### config.mk
export PLATFORM = sky130hd
export DESIGN_NAME = kprpt_cfg
export DESIGN_NICKNAME = d
export VERILOG_FILES = /design/src/hw/rtl/kprpt_pkg.sv /design/src/hw/rtl/kprpt_cfg.sv
export SDC_FILE = /design/constraint.sdc
export NUM_CORES = 1
export LEC_CHECK = 0
export BUFFER_PORTS_ARGS = -buffer_cell sky130_fd_sc_hd__buf_2
export CAP_MARGIN = 15
export CORE_AREA = 2 2 59 61
export CTS_BUF_LIST = sky130_fd_sc_hd__clkbuf_8
export DETAILED_ROUTE_END_ITERATION = 7
export DIE_AREA = 0 0 61 63
export HOLD_SLACK_MARGIN = 0.1
export PLACE_DENSITY_LB_ADDON = 0.05
export SKIP_CTS_REPAIR_TIMING = 1
export SLEW_MARGIN = 20
export SYNTH_ARGS = -nofsm -noshare
export SYNTH_HDL_FRONTEND = slang
export SYNTH_SLANG_ARGS = --single-unit
export TNS_END_PERCENT = 1
### constraint.sdc
create_clock -name i_clk -period 1.1 [get_ports i_clk]
set_input_delay 0 -clock i_clk [delete_from_list [all_inputs] [get_ports i_clk]]
set_output_delay 0 -clock i_clk [all_outputs]
set_load 0.01 [all_outputs]
### src/hw/rtl/kprpt_pkg.sv
// Shared types and constants for the keypad repeat and pulse timer block.
`default_nettype none
package kprpt_pkg;

    localparam int CmdW      = 2;
    localparam int BtnW      = 4;
    localparam int DelayW    = 8;
    localparam int CntW      = 16;
    localparam int ApbAddrW  = 3;
    localparam int ApbDataW  = 32;

    localparam logic [CmdW-1:0] CMD_PORT   = 2'd0;
    localparam logic [CmdW-1:0] CMD_REPEAT = 2'd1;
    localparam logic [CmdW-1:0] CMD_EDGE   = 2'd2;
    localparam logic [CmdW-1:0] CMD_SLOW   = 2'd3;

    localparam int BTN_EXIT   = 0;
    localparam int BTN_DOWN   = 1;
    localparam int BTN_UP     = 2;
    localparam int BTN_SELECT = 3;

    localparam logic [BtnW-1:0] BTN_NONE = 4'hF;

    localparam logic REG_INIT_DELAY  = 1'b0;
    localparam logic REG_IDLE_TIMEOUT = 1'b1;

    localparam logic [DelayW-1:0] INIT_DELAY_RST   = 8'd10;
    localparam logic [CntW-1:0]   IDLE_TIMEOUT_RST = 16'd680;

    typedef struct packed {
        logic [CmdW-1:0] cmd;
        logic [BtnW-1:0] button_levels;
    } t_item;

    typedef struct packed {
        logic [DelayW-1:0] init_delay;
        logic [CntW-1:0]   idle_timeout;
    } t_cfg;

    typedef struct packed {
        logic select_event;
        logic up_event;
        logic down_event;
        logic exit_event;
        logic timeout_event;
    } t_key_evt;

    typedef struct packed {
        logic            capture_valid;
        logic [CntW-1:0] low_ticks;
        logic [CntW-1:0] high_ticks;
        logic [CntW-1:0] edges_seen;
    } t_cap_res;

endpackage
`default_nettype wire

### src/hw/rtl/kprpt_cfg.sv
// APB configuration registers: initial delay and idle timeout.
`default_nettype none
module kprpt_cfg
    import kprpt_pkg::*;
(
    input  wire logic                i_clk,
    input  wire logic                i_rst_n,
    input  wire logic                psel,
    input  wire logic                penable,
    input  wire logic                pwrite,
    input  wire logic [ApbAddrW-1:0] paddr,
    input  wire logic [ApbDataW-1:0] pwdata,
    output logic      [ApbDataW-1:0] prdata,
    output logic                     pready,
    output t_cfg                     o_cfg
);

    t_cfg r_cfg;
    logic wr_en;

    assign pready = 1'b1;
    assign wr_en  = psel && penable && pwrite && pready;

    always_ff @(posedge i_clk) begin
        if (!i_rst_n) begin
            r_cfg.init_delay   <= INIT_DELAY_RST;
            r_cfg.idle_timeout <= IDLE_TIMEOUT_RST;
        end else if (wr_en) begin
            case (paddr[2])
                REG_INIT_DELAY:   r_cfg.init_delay   <= pwdata[DelayW-1:0];
                REG_IDLE_TIMEOUT: r_cfg.idle_timeout <= pwdata[CntW-1:0];
                default: ;
            endcase
        end
    end

    always_comb begin
        case (paddr[2])
            REG_INIT_DELAY:   prdata = {{(ApbDataW-DelayW){1'b0}}, r_cfg.init_delay};
            REG_IDLE_TIMEOUT: prdata = {{(ApbDataW-CntW){1'b0}}, r_cfg.idle_timeout};
            default:          prdata = '0;
        endcase
    end

    assign o_cfg = r_cfg;

endmodule
`default_nettype wire

==> results.sh <==
export IMPL_hold_path_end="o_cfg[1]"
export IMPL_wl_um=2580
export IMPL_yosysWarnings=0
export IMPL_clock_insertion_delay_worst_skew_ps=250
export IMPL_design_die_area_um2=3840
export IMPL_hp_class="input pin to flop"
export IMPL_path_max_fanout=3
export IMPL_worst_slack_ps=113
export IMPL_comb_power_share_pct=17.0
export IMPL_cts_root_buf="clkbuf_8"
export IMPL_drc_errors=0
export IMPL_worstPathRequired_ps=1100
export IMPL_endpoint_kind="primary output"
export IMPL_synth_seq_cells=24
export IMPL_synthTopCellsByArea="dfxtp_1 38%, mux2i_1 19%, buf_4 10%"
export IMPL_p_clk_share_pct=29.4
export IMPL_crit_buf_inv=1
export IMPL_synth_cells=138
export IMPL_drt_iter0_markers=15
export IMPL_vias=1065
export IMPL_area_sequential_um2=480
export IMPL_synth_top_area_share_pct=37.5
export IMPL_path_delay_family="flip-flops"
export IMPL_fmax_mhz=1010
export IMPL_start_util_pct=39.6
export IMPL_whs_ps=191
export IMPL_min_path_cells=4
export IMPL_gp_congestion=0.602
export IMPL_grt_pass1_vias=844
export IMPL_cp_arrival_ps=990
export IMPL_largest_register_ffs=24
export IMPL_numCtsBuffers=3
export IMPL_detail_route_antenna_nets=0
export IMPL_gr_total_overflow=0
export IMPL_grt_pass1_wl_um=3820
export IMPL_hp_start="i_rst_n"
export IMPL_portBuffers=61
export IMPL_ir_drop_mv=0.885
export IMPL_switching_share_pct=23.9
export IMPL_rsz0062_at_grt="false"
export IMPL_die_h_um=63
export IMPL_cp_slowest_cell="dfxtp_1"
export IMPL_outcome="completed"
export IMPL_setup_tns_ps=0
export IMPL_reg2reg_to="o_cfg[5]"
export IMPL_clkTransAtPathRegs_ps=80
export IMPL_period_share_pct=89.7
export IMPL_p_switching_uw=401
export IMPL_antenna_cells=0
export IMPL_synth_distinct_cells=15
export IMPL_power_leakage_nw=0.869
export IMPL_grt_start_max_net_pins=44
export IMPL_clock_sinks=24
export IMPL_track_usage_pct=13.0
export IMPL_netlist_area_um2=1280
export IMPL_die_w_um=61
export IMPL_pwr_share_seq_pct=53.6
export IMPL_synth_top_area_cell="dfxtp_1"
export IMPL_ff2ff_path_depth=2
export IMPL_fill_cells=318
export IMPL_reg2reg_from="o_cfg[5]"
export IMPL_synthToLayoutAreaGrowth_pct=35.3
export IMPL_power_density_nw_per_um2=969
export IMPL_wl_per_cell_um=10.1
export IMPL_drive_gt1_share_pct=36.4
export IMPL_worst_path_largest_cell_delay_ps=330
export IMPL_rows=21
export IMPL_path_cells="mux2_2 > buf_2"
export IMPL_cts_tree="done"
export IMPL_period_needed_ps=987
export IMPL_ios=97
export IMPL_antenna_found_initial=0
export IMPL_multi_input_area_um2=653
export IMPL_fp_coreArea_um2=3230
export IMPL_drtPass1Iterations=3
export IMPL_drv_slew=0
export IMPL_internal_power_mw=1.28
export IMPL_clock_skew_ps=0
export IMPL_r2r_setup_slack_ps=470
export IMPL_criticalPathCategory="flop to primary output"
export IMPL_place_hpwl_um=1780
export IMPL_setup_viol=0
export IMPL_postSynthAreaPerCell_um2=9.28
export IMPL_post_drt_via_cell_ratio=4.18
export IMPL_start_kind="flop"
export IMPL_pre_cts_ws_ps=130
export IMPL_fin_nets=251
export IMPL_htree_levels=1
export IMPL_hold_viol=0
export IMPL_cts_buffer_depth=2
export IMPL_yosysSeqAreaShare_pct=37.5
export IMPL_max_cap_violations=0
[final cells by class]
type / instances / area share (%)
Clock buffer: 3 / 2.38
Multi-Input combinational cell: 102 / 37.7
Sequential cell: 24 / 27.7
Tap cell: 46 / 3.32
Timing Repair Buffer: 80 / 28.9
[power groups by stage]
stage | sequential (mW) | combinational (mW) | clock, mW
floorplan | 0.929 | 0.193 | 0
global placement | 0.920 | 0.240 | 0
detailed placement | 0.921 | 0.244 | 0
CTS | 0.900 | 0.244 | 0.526
global route | 0.903 | 0.316 | 0.567
finish | 0.900 | 0.286 | 0.493
[layout by cell type, fill, tap and decap left out, drive strengths merged]
master / n
nor2b: 11
and4: 1
conb: 17
mux2: 8
and2: 8
dfxtp: 24
nand4b: 1
buf: 64
dlygate4sd3: 16
clkbuf: 3
nand2: 32
mux2i: 24
[kinds of logic (layout without fill, tap and decap cells)]
logic type	count (synthesis)	in the layout	synth area share, %
multiplexers	32	32	25.8
other	2	17	0.586
flip-flops	24	24	37.5
AND/OR/NAND/NOR	53	53	20.2
buffers and inverters	27	83	15.9
[cells in the mapped netlist]
master and count:
nor2b_1 11, buf_6 1, dfxtp_1 24, buf_4 17, conb_1 2, buf_2 3
mux2_2 8, nand4b_1 1, buf_8 1, clkbuf_1 4, and4_4 1, nand2_1 32
and2_1 8, buf_12 1, mux2i_1 24
[stage by stage]
stage          utilization, %  power, mW  instances  cell area (µm²)
2_1_floorplan               -       1.12        153             1340
3_3_place_gp             47.4       1.16        236             1530
3_5_place_dp             47.4       1.16        236             1530
4_1_cts                  48.7       1.67        239             1570
5_1_grt                  53.6       1.79        255             1730
6_report                 53.6       1.68        255             1730
[routing by layer]
metal	vias to the layer above	part of all wire, %	GRT usage (%)	wire length (µm)
li1	554	-	-	-
met1	472	44	16.0	1130
met2	37	50	21.1	1290
met3	2	5.3	4.76	136
met4	0	0.66	3.26	17
met5	-	0	0	0
[worst max-delay path by stage]
stage / to / cells past startpoint / slack (ps) / from
after floorplan: o_cfg[6] / 5 / 310 / paddr[2]
after global placement: o_cfg[9] / 3 / 160 / paddr[2]
after detailed placement: o_cfg[5] / 3 / 130 / paddr[2]
after CTS: prdata[3] / 2 / 100 / o_cfg[3]
after global routing: prdata[3] / 2 / 60 / o_cfg[3]
final: prdata[3] / 2 / 110 / o_cfg[3]
[worst register-to-register path, stage by stage, from the launching register on]
cell and delay (ps):
dfxtp_1 330, nor2b_1 110, mux2i_1 80
No activity file was read; power rests on OpenSTA's default activity.
