**src/hw/rtl/kprpt_pkg.sv**
```systemverilog
// Shared types and constants for the keypad repeat and pulse timer block.
`default_nettype none
package kprpt_pkg;

    localparam int CmdW      = 2;
    localparam int BtnW      = 4;
    localparam int DelayW    = 8;
    localparam int CntW      = 16;
    localparam int ApbAddrW  = 3;
    localparam int ApbDataW  = 32;

    localparam logic [CmdW-1:0] CMD_PORT   = 2'd0;
    localparam logic [CmdW-1:0] CMD_REPEAT = 2'd1;
    localparam logic [CmdW-1:0] CMD_EDGE   = 2'd2;
    localparam logic [CmdW-1:0] CMD_SLOW   = 2'd3;

    localparam int BTN_EXIT   = 0;
    localparam int BTN_DOWN   = 1;
    localparam int BTN_UP     = 2;
    localparam int BTN_SELECT = 3;

    localparam logic [BtnW-1:0] BTN_NONE = 4'hF;

    localparam logic REG_INIT_DELAY  = 1'b0;
    localparam logic REG_IDLE_TIMEOUT = 1'b1;

    localparam logic [DelayW-1:0] INIT_DELAY_RST   = 8'd10;
    localparam logic [CntW-1:0]   IDLE_TIMEOUT_RST = 16'd680;

    typedef struct packed {
        logic [CmdW-1:0] cmd;
        logic [BtnW-1:0] button_levels;
    } t_item;

    typedef struct packed {
        logic [DelayW-1:0] init_delay;
        logic [CntW-1:0]   idle_timeout;
    } t_cfg;

    typedef struct packed {
        logic select_event;
        logic up_event;
        logic down_event;
        logic exit_event;
        logic timeout_event;
    } t_key_evt;

    typedef struct packed {
        logic            capture_valid;
        logic [CntW-1:0] low_ticks;
        logic [CntW-1:0] high_ticks;
        logic [CntW-1:0] edges_seen;
    } t_cap_res;

endpackage
`default_nettype wire

```
**src/hw/rtl/kprpt_timer.sv**
```systemverilog
// Pulse phase timer: phase counter, low/high lengths and edge total.
`default_nettype none
module kprpt_timer
    import kprpt_pkg::*;
(
    input  wire logic  i_clk,
    input  wire logic  i_rst_n,
    input  wire logic  i_step,
    input  wire t_item i_item,
    output t_cap_res   o_cap
);

    logic [CntW-1:0] r_phase, n_phase;
    logic [CntW-1:0] r_low, n_low;
    logic [CntW-1:0] r_high, n_high;
    logic [CntW-1:0] r_edges, n_edges;
    logic            r_expect_rise, n_expect_rise;
    logic            cap;

    always_comb begin
        n_phase       = r_phase;
        n_low         = r_low;
        n_high        = r_high;
        n_edges       = r_edges;
        n_expect_rise = r_expect_rise;
        cap           = 1'b0;
        case (i_item.cmd)
            CMD_EDGE: begin
                n_edges       = r_edges + CntW'(1);
                n_expect_rise = !r_expect_rise;
                if (r_expect_rise) begin
                    n_low = r_phase;
                end else begin
                    n_high = r_phase;
                end
                n_phase = '0;
                cap     = 1'b1;
            end
            CMD_SLOW: begin
                n_phase = r_phase + CntW'(1);
            end
            default: ;
        endcase
    end

    always_ff @(posedge i_clk) begin
        if (!i_rst_n) begin
            r_phase       <= '0;
            r_low         <= '0;
            r_high        <= '0;
            r_edges       <= '0;
            r_expect_rise <= 1'b1;
        end else if (i_step) begin
            r_phase       <= n_phase;
            r_low         <= n_low;
            r_high        <= n_high;
            r_edges       <= n_edges;
            r_expect_rise <= n_expect_rise;
        end
    end

    assign o_cap.capture_valid = cap;
    assign o_cap.low_ticks     = n_low;
    assign o_cap.high_ticks    = n_high;
    assign o_cap.edges_seen    = n_edges;

endmodule
`default_nettype wire

```
**config.mk**
```make
export PLATFORM = sky130hd
export DESIGN_NAME = kprpt_timer
export DESIGN_NICKNAME = d
export VERILOG_FILES = /design/src/hw/rtl/kprpt_pkg.sv /design/src/hw/rtl/kprpt_timer.sv
export SDC_FILE = /design/constraint.sdc
export NUM_CORES = 1
export LEC_CHECK = 0
export BUFFER_PORTS_ARGS = -buffer_cell sky130_fd_sc_hd__buf_2
export CORE_ASPECT_RATIO = 1.5
export CORE_MARGIN = 1
export CORE_UTILIZATION = 51
export DETAILED_ROUTE_END_ITERATION = 8
export PLACE_DENSITY = 0.76
export REMOVE_ABC_BUFFERS = 1
export SETUP_SLACK_MARGIN = 0.5
export SYNTH_ARGS = -nofsm -noshare
export SYNTH_HDL_FRONTEND = slang
export SYNTH_SLANG_ARGS = --single-unit
```
**constraint.sdc**
```tcl
create_clock -name i_clk -period 2.1 [get_ports i_clk]
set_input_delay 0.525 -clock i_clk [delete_from_list [all_inputs] [get_ports i_clk]]
set_output_delay 0.525 -clock i_clk [all_outputs]
set_load 0.02 [all_outputs]
```
==> impl_metrics.yaml, run 1 <==
layout:
  diodes: 0
  finalNetCount: 518
  drive_above_1_share_pct: 45.1
  areaGrowthSynthToFinish_pct: 54.0
  fill_cells: 352
  stdcell_area_sq_um: 5250
place:
  gp_congestion: 0.849
  dpl-instance-area_sq_um: 3920
  dp_hpwl_mm: 5.50
  preCtsSetupSlack_ps: -211
  io_buffers: 53
timing:
  rsz0062_at_grt: "yes"
  worst_pin_slew_ps: 375
  maxSlewViolCount: 0
  setup_ws_ps: -296
  finalCriticalPeriod_ps: 2400
  setup_tns_ps: -5540
  max-slew-margin-rel_pct: 74.8
  max_freq_ghz: 0.417
  timing.hold.ws_ps: 463
  fin_skew_ps: 6.29
  hold_viol: 0
  setup_viol: 46
  post-route-period-util_pct: 114
grt:
  grt_pass1_wl_mm: 15.0
  grt_busiest_layer: "met2"
  grtUsageMet3_pct: 6.81
  antenna_found_initial: 0
  grtUsageTotal_pct: 29.3
  grt_pass1_vias: 3212
  grt_use_met1_pct: 29.4
  grt_start_max_net_pins: 29
  grt.met2_usage_pct: 53.5
  grt.overflow.total: 0
pwr:
  p_leak_nw: 2.16
  ir_worst_vdd_v: 0.000471
  sequentialPowerShare_pct: 49.2
  cellPowerDensity_nw_per_um2: 481
  switchingPower_mw: 0.608
  p_int_mw: 1.92
  p_comb_share_pct: 8.2
  swShare_pct: 24.1
  power_frac_clock_pct: 42.7
status:
  violations: "negative setup slack"
  status: "finished, violations left"
routing:
  drc: 0
  vias_per_cell: 5.72
  detail_route.wl_per_cell_um: 18.6
  num_vias: 3365
  ant_nets: 0
  postRouteWirelength_mm: 11.0
  drt_first_pass_iters: 4
  drt_iter0_markers: 115
floorplanning:
  die_area_sq_um: 7020
  boundaryPins: 58
  dieHeight_um: 102
  die_w_um: 68.7
  coreArea_sq_um: 6490
  rows: 36
  start_util_pct: 52.5
synth:
  ys_types: 38
  synth_edf_count: 0
  synth.largest_area_cell: "dfxtp_1"
  synth_top_family_by_area: "simple AND/OR/NAND/NOR gates"
  avgSynthCellArea_sq_um: 8.52
  yosysSeqAreaShare_pct: 38.2
  synth_compound_area_share_pct: 10.3
  synthMuxAreaShare_pct: 10.2
  ys_ff_latch: 65
  synthXorXnorAreaFrac_pct: 9.51
  synth_area_leaders: "dfxtp_1 38%, mux2_2 9.6%, nand2_1 9.6%"
  yosys.area.top_type_share_pct: 38.2
  synthAdderAreaFrac_pct: 0.734
  synth.cell_area_sq_um: 3410
  syn_inst: 400
  yosys.area_share.simple_pct: 26.5
  ys.flop_type: "dfxtp_1"
  yosysWarnings: 0
  async_flop_share_pct: 0
clock_network:
  hold_buffers: 0
  clock_path_buffers: 2
  clkSinkCount: 65
  cts-root-buf: "clkbuf_8"
  clk_latency_ps: 360
  cts_tree: "yes"
  clkTransAtPathRegs_ps: 70
  cts_made_buffers: 9
  cts_max_level: 3
run:
  max-cap-violations: 0
worst_setup_path:
  arrival_ps: 1870
  cp-start-kind: "flop"
  endpoint_kind: "output pin"
  crit_type: "reg2out"
  slowest_stage: "or3_4"
  critPathMaxFanout: 4
  required_ps: 1570
  path_cells: "nand4b_1, or3_4, nor2_2, xor2_1, buf_4"
  cpPeakStageDelay_ps: 450
worst_hold_path:
  hold_path_class: "reg2reg"
## worst max-delay path: cells and delay by family, from the launching register on
family                 cells  cell delay (ps)
buffers and inverters      1              170
XOR/XNOR                   1              180
flip-flops                 1              370
AND/OR/NAND/NOR            3              800
## kinds of logic after synthesis
family,after synthesis
flip-flops,65
adder cells (fa/ha/maj),2
XOR/XNOR,37
buffers and inverters,32
AO/OA/AOI/OAI,50
multiplexers,31
AND/OR/NAND/NOR,183
## path summary, 6_finish.rpt
kind,to,slack (ps),cells past startpoint,from
hold reg to reg,r_low[0]$_SDFFE_PN0P_,460,2,r_low[0]$_SDFFE_PN0P_
hold / removal,r_low[0]$_SDFFE_PN0P_,460,2,r_low[0]$_SDFFE_PN0P_
setup / recovery,o_cap[9],-300,5,r_edges[1]$_SDFFE_PN0P_
setup reg to reg,r_edges[13]$_SDFFE_PN0P_,-60,11,r_edges[1]$_SDFFE_PN0P_
## per-stage QoR
stage	utilization, %	std cells	total power, mW
6_report	80.9	588	2.53
5_1_grt	80.9	588	2.59
4_1_cts	73.9	576	2.50
3_5_place_dp	60.4	537	1.39
3_3_place_gp	60.4	537	1.39
2_1_floorplan	-	373	1.33
## synth_stat cells, types with 7 or more instances
master and number:
a21boi_0 36, and2_1 11, xnor2_1 21, mux2_2 29, nor4_1 9, nor3_1 9
dfxtp_1 65, nor2_1 18, or3_1 7, xor2_1 16, o21ai_0 8, buf_2 8
clkbuf_1 13, nand4_1 7, nand3_1 17, nand2_1 87
## per-layer routing
layer / wire (um) / part of all wire (%)
met5: 0 / 0
met4: 418 / 3.8
met3: 374 / 3.4
met2: 6230 / 57
met1: 3940 / 36
## final cells by class
cell class              instances  area (sq um)  share of cell area, %
multi-input cells             303          2360                   45.0
flip-flops and latches         65          1330                   25.4
repair buffers                123          1250                   23.9
clock buffers                  13           149                   2.84
well taps                      76          95.1                   1.81
clock inverters                 3          40.0                  0.763
inverters                       5          18.8                  0.358
## power by group through the flow
stage / registers [mW] / logic, mW / clock network, mW
after detailed placement: 1.27 / 0.121 / 0
after global routing: 1.24 / 0.220 / 1.13
final: 1.24 / 0.206 / 1.08
after floorplan: 1.27 / 0.0562 / 0
after global placement: 1.27 / 0.119 / 0
after CTS: 1.24 / 0.184 / 1.07
## flip-flops by register name, summed over array words and instances (netlist names)
signal         count
r_expect_rise      1
r_high            16
r_phase           16
r_low             16
r_edges           16
## repair_timing
item | CTS | global route
endpoints found under the setup margin | 56 | 77
resized for setup | 125 | 104
endpoints found under the hold margin | 0 | 0
setup buffers | 19 | 11
pin swaps | 12 | 19
gates cloned | 4 | 1
## layout by cell type (no fill, tap or decap), types with 5 or more instances in the layout
master / Yosys / routed
nand2_1: 87 / 78
buf_4: 5 / 60
buf_6: 0 / 53
dfxtp_1: 65 / 48
a21boi_0: 36 / 27
mux2_4: 0 / 22
xnor2_1: 21 / 16
xor2_1: 16 / 16
nand3_1: 17 / 13
nor2_1: 18 / 13
dfxtp_2: 0 / 13
and2_1: 11 / 11
a21boi_1: 1 / 10
clkbuf_8: 1 / 10
mux2_2: 29 / 7
nand4_1: 7 / 7
inv_1: 5 / 5
nand2_4: 0 / 5
xnor2_2: 0 / 5
or3_1: 7 / 5
Power figures use the tool's default switching activity.
==> inputs of run 2 (changes only) <==
--- a/config.mk
+++ b/config.mk
@@ -8,9 +8,8 @@
 export BUFFER_PORTS_ARGS = -buffer_cell sky130_fd_sc_hd__buf_2
 export CORE_ASPECT_RATIO = 1.5
 export CORE_MARGIN = 1
-export CORE_UTILIZATION = 51
+export CORE_UTILIZATION = 40
 export DETAILED_ROUTE_END_ITERATION = 8
-export PLACE_DENSITY = 0.76
 export REMOVE_ABC_BUFFERS = 1
 export SETUP_SLACK_MARGIN = 0.5
 export SYNTH_ARGS = -nofsm -noshare
==> run 2 against run 1 <==
The run still ends with negative setup slack left. Wire length down 11%. Sequential power about the same. Critical path depth unchanged. Maximum frequency up 1.9%. Non-clock buffer count up 1. Highest routed layer unchanged.
==> impl_metrics.yaml, run 2 (synthesis results as in run 1) <==
floorplanning:
  start_util_pct: 41.8
  die_area_sq_um: 8900
  rows: 40
  coreArea_sq_um: 8160
  boundaryPins: 58
  dieHeight_um: 115
  die_w_um: 77.4
layout:
  layout_common_cells: "74 x nand2_1, 56 x buf_4, 54 x dfxtp_1"
  areaGrowthSynthToFinish_pct: 58.2
  diodes: 0
  layout_commonest_cell: "nand2_1"
  final_cell_count_no_fill: 617
  finalNetCount: 519
  drive_above_1_share_pct: 45.7
pwr:
  p_comb_share_pct: 7.2
  switchingPower_mw: 0.626
  ir_worst_vdd_v: 0.000487
  power_frac_clock_pct: 49.2
  swShare_pct: 21.9
  p_total_mw: 2.85
  sequentialPowerShare_pct: 43.7
  p_int_mw: 2.23
  cellPowerDensity_nw_per_um2: 529
  p_leak_nw: 2.29
routing:
  postRouteWirelength_mm: 9.79
  ant_nets: 0
  num_vias: 3215
  drt_first_pass_iters: 4
  drt_iter0_markers: 99
  detail_route.wl_per_cell_um: 15.9
  vias_per_cell: 5.21
  drc: 0
timing:
  rsz0062_at_grt: "yes"
  setup_viol: 41
  max_freq_ghz: 0.425
  post-route-period-util_pct: 112
  setup_ws_ps: -250
  fin_skew_ps: 4.79
  maxSlewViolCount: 0
  worst_pin_slew_ps: 319
  hold_viol: 0
  setup_tns_ps: -3970
  max-slew-margin-rel_pct: 78.5
  finalCriticalPeriod_ps: 2350
place:
  gp_congestion: 0.818
  dp.cells: 568
  io_buffers: 53
  preCtsSetupSlack_ps: -216
  dp_hpwl_mm: 5.83
worst_setup_path:
  cp-start-kind: "flop"
  required_ps: 1570
  ff2ff_path_depth: 9
  endpoint_kind: "output pin"
  r2r_slack_ps: 20
  critPathMaxFanout: 4
  arrival_ps: 1830
  crit_type: "reg2out"
  reg2reg_from: "r_edges[0]$_SDFFE_PN0P_"
  regToRegEndpoint: "r_edges[12]$_SDFFE_PN0P_"
clock_network:
  clock_path_buffers: 2
  clk_latency_ps: 330
  clkTransAtPathRegs_ps: 50
  cts_made_buffers: 9
  cts_tree: "yes"
  clkSinkCount: 65
  cts_max_level: 3
  cts-root-buf: "clkbuf_16"
  hold_buffers: 0
status:
  violations: "negative setup slack"
  status: "finished, violations left"
grt:
  grt_pass1_wl_mm: 14.8
  grt_pass1_vias: 3102
  grt.overflow.total: 0
  grt_start_max_net_pins: 22
  antenna_found_initial: 0
  grtUsageTotal_pct: 21.5
worst_hold_path:
  hold_path_class: "reg2reg"
  whs_endpoint: "r_low[2]$_SDFFE_PN0P_"
  hp-start: "r_low[2]$_SDFFE_PN0P_"
  whs_path_depth: 2
run:
  max-cap-violations: 0
run 2: what timing repair did:
action,4_1_cts,5_1_grt
resized for setup,134,100
setup buffers,19,9
pin swaps,20,24
cloned,4,2
endpoints found under the setup margin,57,94
run 2: layout make-up:
| cell class | instances | area (sq um) |
|---|---|---|
| Fill cell | 665 | 2770 |
| Tap cell | 105 | 131 |
| Timing Repair Buffer | 124 | 1280 |
| Clock buffer | 12 | 267 |
| Clock inverter | 3 | 15.0 |
| Multi-Input combinational cell | 303 | 2350 |
| Sequential cell | 65 | 1330 |
| Inverter | 5 | 18.8 |
run 2: per-stage QoR:
| step | util, % | hold WS, ps | cell area (sq um) |
|---|---|---|---|
| final | 66.1 | 448 | 5390 |
| after global routing | 66.1 | 469 | 5390 |
| after CTS | 61.0 | 463 | 4970 |
| after detailed placement | 48.6 | 456 | 3970 |
| after global placement | 48.6 | 446 | 3970 |
| after floorplan | - | 440 | 3270 |
run 2: worst max path at each step:
stage | slack [ps] | from | depth (start not counted) | to
after floorplan | -670 | i_item[5] | 3 | o_cap[39]
after global placement | -190 | i_item[4] | 6 | o_cap[13]
after detailed placement | -220 | i_item[4] | 6 | o_cap[13]
after CTS | -140 | r_edges[1]$_SDFFE_PN0P_ | 5 | o_cap[9]
after global routing | -290 | r_edges[0]$_SDFFE_PN0P_ | 8 | o_cap[12]
final | -250 | r_edges[0]$_SDFFE_PN0P_ | 5 | o_cap[9]
run 2: layer usage:
layer | GRT usage, % | routed length, um
met5 | 0 | 0
met2 | 41.2 | 5440
met4 | 9.31 | 228
met1 | 22.3 | 3850
met3 | 4.44 | 272
run 2: power by group through the flow:
stage               Combinational (mW)  Sequential, mW  Clock [mW]
finish                           0.205            1.24        1.40
CTS                              0.182            1.25        1.43
detailed placement               0.125            1.27           0
global placement                 0.124            1.27           0
global route                     0.218            1.24        1.50
floorplan                       0.0562            1.27           0
run 2: worst max-delay path: stages, from the launching register on:
cell and delay (ps):
dfxtp_4 360, nand4b_1 220, or3_4 430, nor2_1 160
xor2_1 160, buf_4 160
