[src/hw/rtl/kprpt_pkg.sv]
// Shared types and constants for the keypad repeat and pulse timer block.
`default_nettype none
package kprpt_pkg;

    localparam int CmdW      = 2;
    localparam int BtnW      = 4;
    localparam int DelayW    = 8;
    localparam int CntW      = 16;
    localparam int ApbAddrW  = 3;
    localparam int ApbDataW  = 32;

    localparam logic [CmdW-1:0] CMD_PORT   = 2'd0;
    localparam logic [CmdW-1:0] CMD_REPEAT = 2'd1;
    localparam logic [CmdW-1:0] CMD_EDGE   = 2'd2;
    localparam logic [CmdW-1:0] CMD_SLOW   = 2'd3;

    localparam int BTN_EXIT   = 0;
    localparam int BTN_DOWN   = 1;
    localparam int BTN_UP     = 2;
    localparam int BTN_SELECT = 3;

    localparam logic [BtnW-1:0] BTN_NONE = 4'hF;

    localparam logic REG_INIT_DELAY  = 1'b0;
    localparam logic REG_IDLE_TIMEOUT = 1'b1;

    localparam logic [DelayW-1:0] INIT_DELAY_RST   = 8'd10;
    localparam logic [CntW-1:0]   IDLE_TIMEOUT_RST = 16'd680;

    typedef struct packed {
        logic [CmdW-1:0] cmd;
        logic [BtnW-1:0] button_levels;
    } t_item;

    typedef struct packed {
        logic [DelayW-1:0] init_delay;
        logic [CntW-1:0]   idle_timeout;
    } t_cfg;

    typedef struct packed {
        logic select_event;
        logic up_event;
        logic down_event;
        logic exit_event;
        logic timeout_event;
    } t_key_evt;

    typedef struct packed {
        logic            capture_valid;
        logic [CntW-1:0] low_ticks;
        logic [CntW-1:0] high_ticks;
        logic [CntW-1:0] edges_seen;
    } t_cap_res;

endpackage
`default_nettype wire

[src/hw/rtl/kprpt_keypad.sv]
// Keypad qualifier: button latch, debounce, initial delay, repeat and idle timeout.
`default_nettype none
module kprpt_keypad
    import kprpt_pkg::*;
(
    input  wire logic  i_clk,
    input  wire logic  i_rst_n,
    input  wire logic  i_step,
    input  wire t_item i_item,
    input  wire t_cfg  i_cfg,
    output t_key_evt   o_key
);

    logic [BtnW-1:0]   r_latched, n_latched;
    logic              r_debounce, n_debounce;
    logic              r_in_delay, n_in_delay;
    logic [DelayW-1:0] r_delay_cnt, n_delay_cnt;
    logic              r_activity, n_activity;
    logic [CntW-1:0]   r_idle_cnt, n_idle_cnt;

    logic [DelayW-1:0] delay_inc;
    logic [CntW-1:0]   idle_inc;
    logic              ended;
    logic              fire;

    always_comb begin
        n_latched   = r_latched;
        n_debounce  = r_debounce;
        n_in_delay  = r_in_delay;
        n_delay_cnt = r_delay_cnt;
        n_activity  = r_activity;
        n_idle_cnt  = r_idle_cnt;
        o_key       = '0;
        delay_inc   = r_delay_cnt + DelayW'(1);
        idle_inc    = r_idle_cnt + CntW'(1);
        ended       = 1'b0;
        fire        = 1'b0;
        case (i_item.cmd)
            CMD_PORT: begin
                n_latched   = i_item.button_levels;
                n_debounce  = 1'b1;
                n_delay_cnt = '0;
                n_in_delay  = 1'b1;
                n_activity  = 1'b1;
            end
            CMD_REPEAT: begin
                if (r_latched != BTN_NONE) begin
                    if (r_in_delay) begin
                        n_delay_cnt = delay_inc;
                        ended       = (delay_inc == i_cfg.init_delay);
                        n_in_delay  = !ended;
                    end
                    fire = !ended && (!r_in_delay || r_debounce);
                    if (fire) begin
                        n_debounce         = 1'b0;
                        o_key.select_event = !i_item.button_levels[BTN_SELECT] && r_in_delay;
                        o_key.down_event   = !i_item.button_levels[BTN_DOWN];
                        o_key.up_event     = !i_item.button_levels[BTN_UP];
                        o_key.exit_event   = !i_item.button_levels[BTN_EXIT];
                    end
                end
            end
            CMD_SLOW: begin
                n_idle_cnt = r_activity ? '0 : idle_inc;
                n_activity = 1'b0;
                if (n_idle_cnt > i_cfg.idle_timeout) begin
                    n_idle_cnt          = '0;
                    o_key.timeout_event = 1'b1;
                end
            end
            default: ;
        endcase
    end

    always_ff @(posedge i_clk) begin
        if (!i_rst_n) begin
            r_latched   <= BTN_NONE;
            r_debounce  <= 1'b0;
            r_in_delay  <= 1'b0;
            r_delay_cnt <= '0;
            r_activity  <= 1'b0;
            r_idle_cnt  <= '0;
        end else if (i_step) begin
            r_latched   <= n_latched;
            r_debounce  <= n_debounce;
            r_in_delay  <= n_in_delay;
            r_delay_cnt <= n_delay_cnt;
            r_activity  <= n_activity;
            r_idle_cnt  <= n_idle_cnt;
        end
    end

endmodule
`default_nettype wire

[config.mk]
export PLATFORM = sky130hd
export DESIGN_NAME = kprpt_keypad
export DESIGN_NICKNAME = d
export VERILOG_FILES = /design/src/hw/rtl/kprpt_pkg.sv /design/src/hw/rtl/kprpt_keypad.sv
export SDC_FILE = /design/constraint.sdc
export NUM_CORES = 1
export LEC_CHECK = 0
export ABC_AREA = 1
export BUFFER_PORTS_ARGS = -buffer_cell sky130_fd_sc_hd__buf_2
export CORE_MARGIN = 3
export CORE_UTILIZATION = 35
export DETAILED_ROUTE_END_ITERATION = 8
export GPL_ROUTABILITY_DRIVEN = 0
export GPL_TIMING_DRIVEN = 0
export MAX_ROUTING_LAYER = met4
export SETUP_SLACK_MARGIN = 0.3
export SLEW_MARGIN = 20
export SYNTH_ARGS = -nofsm -noshare
export SYNTH_HDL_FRONTEND = slang
export SYNTH_SLANG_ARGS = --single-unit
export TNS_END_PERCENT = 100
[constraint.sdc]
create_clock -name i_clk -period 6.8 [get_ports i_clk]
set_input_delay 1.02 -clock i_clk [delete_from_list [all_inputs] [get_ports i_clk]]
set_output_delay 1.02 -clock i_clk [all_outputs]
set_load 0.02 [all_outputs]
==> results.ini, run 1 <==
[placed_design]
place_area_um2=2680
numPortBuffers=37
hpwlAfterDp_um=4490

[clock_tree]
htree_levels=2
clock-sinks=31
post-cts-setup-buffers=0
cts_root_buf=clkbuf_8
cts.clk_slew.worst_paths_ns=0.07
clkLatencyLatePin_ns=0.28
ctsResizeCount=0
cts_tree=yes
cts_hold_buffers=0
cts_made_buffers=5
cts.path.max_buffers=2

[timing]
slew_violations=0
finClkSkew_ns=0.00652
min_period_ns=4.27
hold_viol_final=0
slew_headroom_pct=59.1
rsz0062_at_grt=no
tightest_slew_ns=0.611
fmax_mhz=234
setup_tns_ns=0
timing.hold.ws_ns=0.470
post-route-period-util_pct=62.8
setup_viol_count_final=0

[detailed_routing]
ant_nets=0
route.vias.total=2409
wl_met2_um=2560
drc=0
dr.pass1.iters=4
drtIter0Drc=148
highest-signal-layer=met4
viasPerCell=4.94
routed_wl_um=5680
wl_met1_um=2800
wire_per_inst_um=11.6
wl_met3_um=203

[final_layout]
final.fill_count=718
design_area_um2=2760
final_common_cell=nand2_1
final_nets=465
multi_input_area_um2=1530
n_antenna_cell=0
drive_above_1_share_pct=19.2
area_growth_pct=15.4
layout_common_cells=nand2_1 (89), inv_1 (52), nand3_1 (46)
seq_area_um2=621
final_util_pct=42.6

[power_and_ir_drop]
p_comb_share_pct=12.9
p_leak_nw=1.29
power.density_nw_per_um2=138
switching_share_pct=26.0
p_seq_share_pct=48.6
internal_power_w=0.000283
clkPwrFrac_pct=38.5
ir_worst_vdd_uv=77.2
p_sw_w=0.0000994

[logic_synthesis]
synth_top_area_share_pct=25.9
yosysWarnings=0
netlist_area_um2=2390
syn_nets=421
synth_area_leaders=dfxtp_1 (26%), nand2_1 (14%), ha_1 (11%)
synth.distinct_cells=30
synth.avg_cell_area_um2=6.53
synth_cells=367
synth_top_area_cell=dfxtp_1
synth-seq-cells=31
yosysSeqAreaShare_pct=25.9

[setup_path]
crit_path_start_kind=flip-flop
critPathSlowestCell=dfxtp_1
worstSetupPathType=flip-flop to primary output
worstPathRequired_ns=5.78
cp-end-kind=primary output
cp_max_fo=10
critical-path-max-stage-delay_ns=0.38
critical-path-top-delay-family=simple AND/OR/NAND/NOR gates
critPathBufInv=4
worst_path_most_repeated_cell=nand2_1
worstPathCellList=ha_1, nand2_1, inv_2, nand2_2, nor3_4, nand3_2, o21ai_0, nor2_2, ha_1, nand2_1, inv_1, nand3_1, nor3_1, nand2_1, nand2_1, nand2_2, buf_2, nor2_1, buf_2
worst-endpoint-arrival_ns=3.25

[floorplanning]
pin_count=38
die_x_um=88.7
core-area_um2=6490
row_count=29
fp.dieH_um=88.7
die_area_um2=7870
initial_core_util_pct=36.9

[grt]
grt_pass1_vias=2225
antenna_found_initial=0
grt_start_max_net_pins=11
grt_pass1_wl_um=9870
grt_overflow_total=0
grt_use_total_pct=16.2

[worst_hold_path]
hold_path_class=flip-flop to flip-flop

[status]
outcome=completed

[run]
cap_violations=0

-- metrics by stage --
stage,setup WS [ns],total power [W],instances
6_report,2.53,0.000382,488
2_1_floorplan,3.23,0.000219,367
5_1_grt,2.19,0.000405,488
4_1_cts,2.54,0.000386,488
3_3_place_gp,2.88,0.000238,481
3_5_place_dp,2.87,0.000239,481
-- state kept, by name, summed over array words and instances (netlist names) --
| signal | flops |
|---|---|
| r_activity | 1 |
| r_debounce | 1 |
| r_delay_cnt | 8 |
| r_idle_cnt | 16 |
| r_in_delay | 1 |
| r_latched | 4 |
-- worst min-delay path, stage by stage (launching register included) --
cell,delay [ns]
dfxtp_1,0.31
nand2_1,0.06
a21oi_1,0.05
-- per-layer routing --
layer | vias to the layer above | GRT usage [%]
met5 | - | -
met4 | 0 | 5.08
met3 | 10 | 2.61
met2 | 46 | 24.3
met1 | 1068 | 22.2
li1 | 1285 | -
-- cell usage after synthesis --
cell,count
nand4_1,3
ha_1,21
nor4_1,1
nor2_4,3
nor3_4,2
nand2_1,89
dfxtp_1,31
o311a_1,1
inv_1,52
nand3_2,3
nor3_2,2
clkbuf_1,3
nand2_2,6
nor3b_4,1
buf_2,3
o211ai_1,1
nor2_1,16
a21oi_2,2
xnor2_1,2
o211a_1,1
xor2_1,3
o21a_1,1
or2_2,1
a21oi_1,39
nor3_1,8
inv_2,6
o21ai_0,13
nor2_2,6
o21ai_1,1
nand3_1,46
-- final timing paths --
| path | start | end | slack (ns) | cells past startpoint |
|---|---|---|---|---|
| setup / recovery | r_idle_cnt[0]$_SDFFE_PN0P_ | o_key[0] | 2.53 | 19 |
| hold / removal | r_idle_cnt[13]$_SDFFE_PN0P_ | r_idle_cnt[13]$_SDFFE_PN0P_ | 0.47 | 2 |
| setup reg to reg | r_idle_cnt[0]$_SDFFE_PN0P_ | r_idle_cnt[2]$_SDFFE_PN0P_ | 3.79 | 18 |
| hold reg to reg | r_idle_cnt[13]$_SDFFE_PN0P_ | r_idle_cnt[13]$_SDFFE_PN0P_ | 0.47 | 2 |
-- logic make-up (layout without fill, tap and decap cells) --
family,after synthesis,in the layout,synth area share [%]
flops,31,31,25.9
xor+xnor,5,5,1.83
simple gates,187,187,37.8
compound gates,59,59,13.3
buf+inv,64,108,10.2
fa+ha+maj,21,21,11.0
-- layout make-up --
class / instances / share of cell area [%]
plain buffers: 6 / 0.951
clock buffers: 6 / 2.99
clock inverters: 1 / 0.181
inverters: 58 / 7.88
multi-input cells: 272 / 55.4
flip-flops and latches: 31 / 22.5
well taps: 77 / 3.49
repair buffers: 37 / 6.70
-- power groups by stage --
stage | sequential (W) | clock, W | combinational (W)
after floorplan | 0.000189 | 0 | 0.0000297
after detailed placement | 0.000190 | 0 | 0.0000495
after global routing | 0.000186 | 0.000162 | 0.0000575
final | 0.000186 | 0.000147 | 0.0000493
after global placement | 0.000190 | 0 | 0.0000486
after CTS | 0.000186 | 0.000151 | 0.0000497
Power figures use the tool's default switching activity.
==> run 2, diff against run 1 <==
==> constraint.sdc (replaced) <==
create_clock -name i_clk -period 3.7 [get_ports i_clk]
set_input_delay 0.555 -clock i_clk [delete_from_list [all_inputs] [get_ports i_clk]]
set_output_delay 0.555 -clock i_clk [all_outputs]
set_load 0.02 [all_outputs]
==> results.ini, run 2 (synthesis gave the netlist of run 1 again) <==
[grt]
antenna_found_initial=0  ; unchanged
grt_pass1_wl_um=10100  ; +1.9%
grt_use_total_pct=16.5  ; +0.30 points
grt_start_max_net_pins=11  ; unchanged
grt_overflow_total=0  ; unchanged
grt_pass1_vias=2272  ; +2.1%

[floorplanning]
pin_count=38  ; unchanged
row_count=29  ; unchanged
die_x_um=88.7  ; unchanged
core-area_um2=6490  ; unchanged
initial_core_util_pct=36.9  ; unchanged
die_area_um2=7870  ; unchanged
fp.dieH_um=88.7  ; unchanged

[detailed_routing]
ant_nets=0  ; unchanged
dr.pass1.iters=4  ; unchanged
routed_wl_um=5780  ; +1.8%
route.vias.total=2453  ; +1.8%
drc=0  ; unchanged
wire_per_inst_um=11.7  ; +0.54%
viasPerCell=4.97  ; +0.59%
drtIter0Drc=133  ; -10%

[power_and_ir_drop]
power.density_nw_per_um2=244  ; +76%
p_leak_nw=1.34  ; +4.1%
ir_worst_vdd_uv=142  ; +84%

[final_layout]
top_regs=r_idle_cnt: 16 flops, r_delay_cnt: 8 flops, r_latched: 4 flops
final_nets=471  ; +1.3%
drive_above_1_share_pct=24.5  ; +5.2 points
final_cell_count_no_fill=494  ; +1.2%
final_common_cell=nand2_1
largest_reg_flops=16  ; unchanged
n_antenna_cell=0  ; unchanged
area_growth_pct=21.0
regMostFlops=r_idle_cnt
final_util_pct=44.6  ; +2.0 points
layout_common_cells=nand2_1 (86), inv_1 (51), nand3_1 (45)

[placed_design]
numPortBuffers=37  ; unchanged
hpwlAfterDp_um=4490  ; unchanged
dpl_worst_slack_ns=0.236  ; -2.63 ns
place_inst=481  ; unchanged

[timing]
setup_viol_count_final=0  ; unchanged
slew_violations=0  ; unchanged
tightest_slew_ns=0.662  ; +0.0513 ns
slew_headroom_pct=55.7  ; -3.4 points
fmax_mhz=307
hold_viol_final=0  ; unchanged
setup_tns_ns=0  ; unchanged
post-route-period-util_pct=87.9
final.setup.worst_slack_ns=0.447  ; -2.08 ns
rsz0062_at_grt=yes
finClkSkew_ns=0.00552  ; -0.000997 ns
min_period_ns=3.25

[setup_path]
critical-path-top-delay-family=simple AND/OR/NAND/NOR gates
critPathBufInv=4  ; unchanged
worst-endpoint-arrival_ns=2.70  ; -0.55 ns
rr_worst_depth=21  ; +3
critical-path-max-stage-delay_ns=0.36  ; -0.02 ns
reg2reg_setup_slack_ns=1.00  ; -2.79 ns
worstPathRequired_ns=3.14  ; -2.64 ns
crit_path_start=r_idle_cnt[1]$_SDFFE_PN0P_
crit_path_start_kind=flip-flop
worstPathCellList=ha_4, nand2_2, inv_2, nand2_4, nor3_4, nand3_2, nor2_1, nor2_1, nor2_2, ha_1, nand2_1, inv_2, o21ai_0, nand2_1, a21oi_2, nand2_2, nand2_4, buf_8, nor2_4, buf_6
timing.rr.start=r_idle_cnt[1]$_SDFFE_PN0P_
worstSetupPathType=flip-flop to primary output
cp_max_fo=5  ; -5
cp-end-kind=primary output
r2r_end=r_idle_cnt[10]$_SDFFE_PN0P_
endpoint=o_key[0]
critPathSlowestCell=dfxtp_2
critical_path_cell_count=20  ; +1

[clock_tree]
cts_made_buffers=5  ; unchanged
cts_tree=yes
clock-sinks=31  ; unchanged
cts_root_buf=clkbuf_8
cts.clk_slew.worst_paths_ns=0.07  ; about the same
cts.path.max_buffers=2  ; unchanged
htree_levels=2  ; unchanged
clkLatencyLatePin_ns=0.28  ; about the same

[status]
outcome=completed

[run]
cap_violations=0  ; unchanged

[worst_hold_path]
hold_path_class=flip-flop to flip-flop

-- run 2: worst min path at each step --
stage / cells past startpoint / startpoint / end / slack, ns
after floorplan: 2 / r_latched[3]$_SDFFE_PN1P_ / r_latched[3]$_SDFFE_PN1P_ / 0.44
after global placement: 2 / r_idle_cnt[13]$_SDFFE_PN0P_ / r_idle_cnt[13]$_SDFFE_PN0P_ / 0.46
after detailed placement: 2 / r_latched[2]$_SDFFE_PN1P_ / r_latched[2]$_SDFFE_PN1P_ / 0.46
after CTS: 2 / r_idle_cnt[13]$_SDFFE_PN0P_ / r_idle_cnt[13]$_SDFFE_PN0P_ / 0.47
after global routing: 2 / r_idle_cnt[13]$_SDFFE_PN0P_ / r_idle_cnt[13]$_SDFFE_PN0P_ / 0.48
final: 2 / r_idle_cnt[13]$_SDFFE_PN0P_ / r_idle_cnt[13]$_SDFFE_PN0P_ / 0.47
-- run 2: report_power, final --
group          internal (W)  switching [W]
logic             0.0000372      0.0000582
registers          0.000339     0.00000275
clock network      0.000146       0.000123
total              0.000522       0.000184
-- run 2: metal layers --
| metal | vias up | part of all wire (%) | GRT usage (%) |
|---|---|---|---|
| met3 | 9 | 4.7 | 2.51 |
| met5 | - | 0 | - |
| met1 | 1088 | 49 | 22.5 |
| met4 | 0 | 1.4 | 4.95 |
| li1 | 1300 | - | - |
| met2 | 56 | 45 | 25.0 |
-- run 2: final cells by class --
class,count,area (um2)
Fill cell,716,3600
Buffer,6,36.3
Sequential cell,31,629
Timing Repair Buffer,43,236
Clock inverter,1,5.00
Multi-Input combinational cell,272,1590
Tap cell,77,96.3
Clock buffer,6,82.6
Inverter,58,218
-- run 2: repair_timing --
| action | CTS | global route |
|---|---|---|
| hold buffers | 0 | 0 |
| setup endpoints to repair | 1 | 1 |
| pin swaps | 8 | 7 |
| gates resized for setup | 20 | 8 |
| setup buffers | 4 | 2 |
-- run 2: per-stage QoR --
step                area (um2)  hold WS, ns  total power [W]
floorplan                 2390        0.442         0.000403
global placement          2680        0.457         0.000438
detailed placement        2680        0.462         0.000440
CTS                       2850        0.474         0.000713
global route              2900        0.483         0.000748
finish                    2900        0.469         0.000705
-- run 2: worst min-delay path, cell delays in order (launching register included) --
cell and delay (ns):
dfxtp_1 0.31, nand2_1 0.06, a21oi_1 0.05
==> run 3, diff against run 2 <==
--- a/config.mk
+++ b/config.mk
@@ -5,7 +5,6 @@
 export SDC_FILE = /design/constraint.sdc
 export NUM_CORES = 1
 export LEC_CHECK = 0
-export ABC_AREA = 1
 export BUFFER_PORTS_ARGS = -buffer_cell sky130_fd_sc_hd__buf_2
 export CORE_MARGIN = 3
 export CORE_UTILIZATION = 35
==> results.ini, run 3 <==
[setup_path]
critPathBufInv=2  ; -2
endpoint=o_key[0]
critical-path-top-delay-family=simple AND/OR/NAND/NOR gates
critical_path_cell_count=13  ; -35%
worstPathRequired_ns=3.14  ; about the same
worstPathCellList=nand4_4, or4_4, nor3_4, xnor2_1, nor2_1, ha_1, nand2_2, or3_4, o2bb2ai_4, a21o_1, buf_6, nor2_4, buf_6
cp_max_fo=6  ; +1
crit_path_start=r_idle_cnt[3]$_SDFFE_PN0P_
worst_path_most_repeated_cell=buf_6
r2r_end=r_idle_cnt[2]$_SDFFE_PN0P_
critical-path-max-stage-delay_ns=0.54  ; +0.18 ns
cp-end-kind=primary output
timing.rr.start=r_idle_cnt[3]$_SDFFE_PN0P_
rr_worst_depth=13  ; -38%
worstSetupPathType=flip-flop to primary output
critPathSlowestCell=or4_4
crit_path_start_kind=flip-flop
reg2reg_setup_slack_ns=0.48  ; -0.52 ns
worst-endpoint-arrival_ns=3.19  ; +0.49 ns

[status]
outcome=finished with violations
failed_checks=setup timing

[clock_tree]
cts.path.max_buffers=2  ; unchanged
cts_tree=yes
cts_made_buffers=5  ; unchanged
clock-sinks=31  ; unchanged
cts_root_buf=clkbuf_8
cts.clk_slew.worst_paths_ns=0.07  ; about the same
htree_levels=2  ; unchanged
clkLatencyLatePin_ns=0.28  ; about the same

[final_layout]
final_common_cell=buf_2
final_cell_count_no_fill=415  ; -16%
n_antenna_cell=0  ; unchanged
final_util_pct=47.2  ; +2.6 points
largest_reg_flops=16  ; unchanged
regMostFlops=r_idle_cnt
drive_above_1_share_pct=26.8  ; +2.3 points
top_regs=r_idle_cnt: 16 flops, r_delay_cnt: 8 flops, r_latched: 4 flops
area_growth_pct=27.2
seq_area_um2=649  ; +3.2%
final.fill_count=633  ; -12%
layout_common_cells=buf_2 (36), inv_1 (23), nand3_1 (23)
final_nets=393  ; -17%
multi_input_area_um2=1620  ; +1.6%

[placed_design]
numPortBuffers=36  ; -2.7%
dpl_worst_slack_ns=-0.327  ; -0.563 ns
hpwlAfterDp_um=4110  ; -8.3%
place_inst=397  ; -17%

[detailed_routing]
routed_wl_um=5660  ; -2.1%
wire_per_inst_um=13.6  ; +17%
route.vias.total=2245  ; -8.5%
ant_nets=0  ; unchanged
drc=0  ; unchanged
viasPerCell=5.41  ; +8.9%
drtIter0Drc=107  ; -20%
dr.pass1.iters=4  ; unchanged

[logic_synthesis]
synth.avg_cell_area_um2=7.91  ; +21%
synthFlopType=dfxtp_1
synth_fa_ha_area_share_pct=11.6  ; +0.64 points
yosysWarnings=0  ; unchanged
synth_mux_area_share_pct=0.442  ; +0.44 points
yosys-top-cells-count=dfxtp_1 (31), nand3_1 (24), inv_1 (23)
synthArstFlopShare_pct=0  ; unchanged
synthMostInstantiatedCell=dfxtp_1
synth.distinct_cells=45  ; +50%
synth_top_family_by_area=simple AND/OR/NAND/NOR gates
yosys.area_share.simple_pct=26.3  ; -12 points
synth_area_leaders=dfxtp_1 (27%), ha_1 (12%), a32o_1 (6.2%)
synth-seq-cells=31  ; unchanged
synth_cells=286  ; -22%
syn_nets=340  ; -19%
synth-compound-area-share_pct=21.6  ; +8.3 points
synth_top_area_share_pct=27.4  ; +1.5 points
yosysSeqAreaShare_pct=27.4  ; +1.5 points
synth_edf_count=0  ; unchanged
synth_top_area_cell=dfxtp_1
netlist_area_um2=2260  ; -5.5%
synth_xor_xnor_area_share_pct=6.58  ; +4.7 points

[grt]
grt_pass1_wl_um=9900  ; -1.6%
grt_pass1_vias=2151  ; -5.3%
grt_use_total_pct=16.8  ; +0.35 points
grt_start_max_net_pins=11  ; unchanged
grt_overflow_total=0  ; unchanged
antenna_found_initial=0  ; unchanged

[timing]
slew_headroom_pct=68.8  ; +13 points
finClkSkew_ns=0.00638  ; +0.000860 ns
setup_viol_count_final=1  ; +1
min_period_ns=3.74  ; +0.489 ns
final.setup.worst_slack_ns=-0.0425  ; -0.489 ns
tightest_slew_ns=0.468  ; -0.195 ns
hold_viol_final=0  ; unchanged
rsz0062_at_grt=yes
timing.hold.ws_ns=0.473  ; +0.00456 ns
slew_violations=0  ; unchanged
post-route-period-util_pct=101  ; +13 points
fmax_mhz=267  ; -13%

[power_and_ir_drop]
p_leak_nw=1.28  ; -4.7%
ir_worst_vdd_uv=197  ; +39%
power.density_nw_per_um2=252  ; +3.6%
finalPower_w=0.000726  ; +3.0%

[floorplanning]
die_x_um=86.4  ; -2.6%
pin_count=38  ; unchanged
core-area_um2=6100  ; -6.1%
fp.dieH_um=86.4  ; -2.6%
die_area_um2=7470  ; -5.1%
initial_core_util_pct=37.1  ; +0.26 points
row_count=28  ; -3.4%

[run]
cap_violations=0  ; unchanged

[worst_hold_path]
hold_path_class=flip-flop to flip-flop

[run 3: cell count changes after synthesis, moves of 8 or more]
| cell | delta |
|---|---|
| a32o_1 | +14 |
| xnor2_1 | +8 |
| inv_1 | -29 |
| nand3_1 | -22 |
| a21oi_1 | -19 |
| clkbuf_1 | +8 |
| nand2_1 | -70 |
[run 3: final cells by class]
| type | count | area share (%) |
|---|---|---|
| Buffer | 13 | 2.43 |
| Clock buffer | 8 | 3.48 |
| Inverter | 23 | 3.00 |
| Multi-Input combinational cell | 219 | 56.2 |
| Sequential cell | 31 | 22.6 |
| Tap cell | 75 | 3.26 |
| Timing Repair Buffer | 46 | 9.08 |
[run 3: metrics by stage]
step                      instance area [um2]  setup TNS (ns)
after global placement                   2560          -0.296
after detailed placement                 2560          -0.327
after CTS                                2860         -0.0541
after global routing                     2880          -0.161
final                                    2880         -0.0425
after floorplan                          2280               0
[run 3: cells by family after synthesis]
group	after synthesis
AND/OR/NAND/NOR	111
buffers and inverters	36
multiplexers	1
adder cells (fa/ha/maj)	21
flip-flops	31
XOR/XNOR	17
AO/OA/AOI/OAI	69
[run 3: report_power, final]
part           total [W]  switching (W)  leakage [nW]  internal (W)
sequential      0.000339     0.00000416         0.258      0.000335
clock           0.000298       0.000128        0.0515      0.000170
combinational  0.0000897      0.0000532         0.970     0.0000365
total           0.000726       0.000185          1.28      0.000541
[run 3: how the worst min path moves through the flow]
stage	startpoint	to	slack, ns	cells past startpoint
4_1_cts	r_latched[2]$_SDFFE_PN1P_	r_latched[2]$_SDFFE_PN1P_	0.47	2
6_report	r_latched[2]$_SDFFE_PN1P_	r_latched[2]$_SDFFE_PN1P_	0.47	2
3_3_place_gp	r_latched[0]$_SDFFE_PN1P_	r_latched[0]$_SDFFE_PN1P_	0.45	2
5_1_grt	r_latched[3]$_SDFFE_PN1P_	r_latched[3]$_SDFFE_PN1P_	0.49	2
2_1_floorplan	r_latched[3]$_SDFFE_PN1P_	r_latched[3]$_SDFFE_PN1P_	0.44	2
3_5_place_dp	r_latched[2]$_SDFFE_PN1P_	r_latched[2]$_SDFFE_PN1P_	0.46	2
[run 3: repair_timing]
action / in CTS / in global routing
buffers inserted: 10 / 0
pin swaps: 9 / 2
hold endpoints to repair: 0 / 0
hold buffers: 0 / 0
setup endpoints to repair: 10 / 6
resized for setup: 34 / 8
[run 3: routing by layer]
| layer | routed length [um] | up-vias | GRT usage [%] |
|---|---|---|---|
| met1 | 2610 | 1034 | 21.1 |
| li1 | - | 1153 | - |
| met5 | 0 | - | - |
| met3 | 270 | 7 | 3.23 |
| met4 | 54 | 0 | 4.82 |
| met2 | 2730 | 51 | 27.6 |
[run 3: tightest hold or removal path, delay by kind of cell (launching register included)]
kind / cells / cell delay [ns]
flops: 1 / 0.31
simple gates: 2 / 0.11
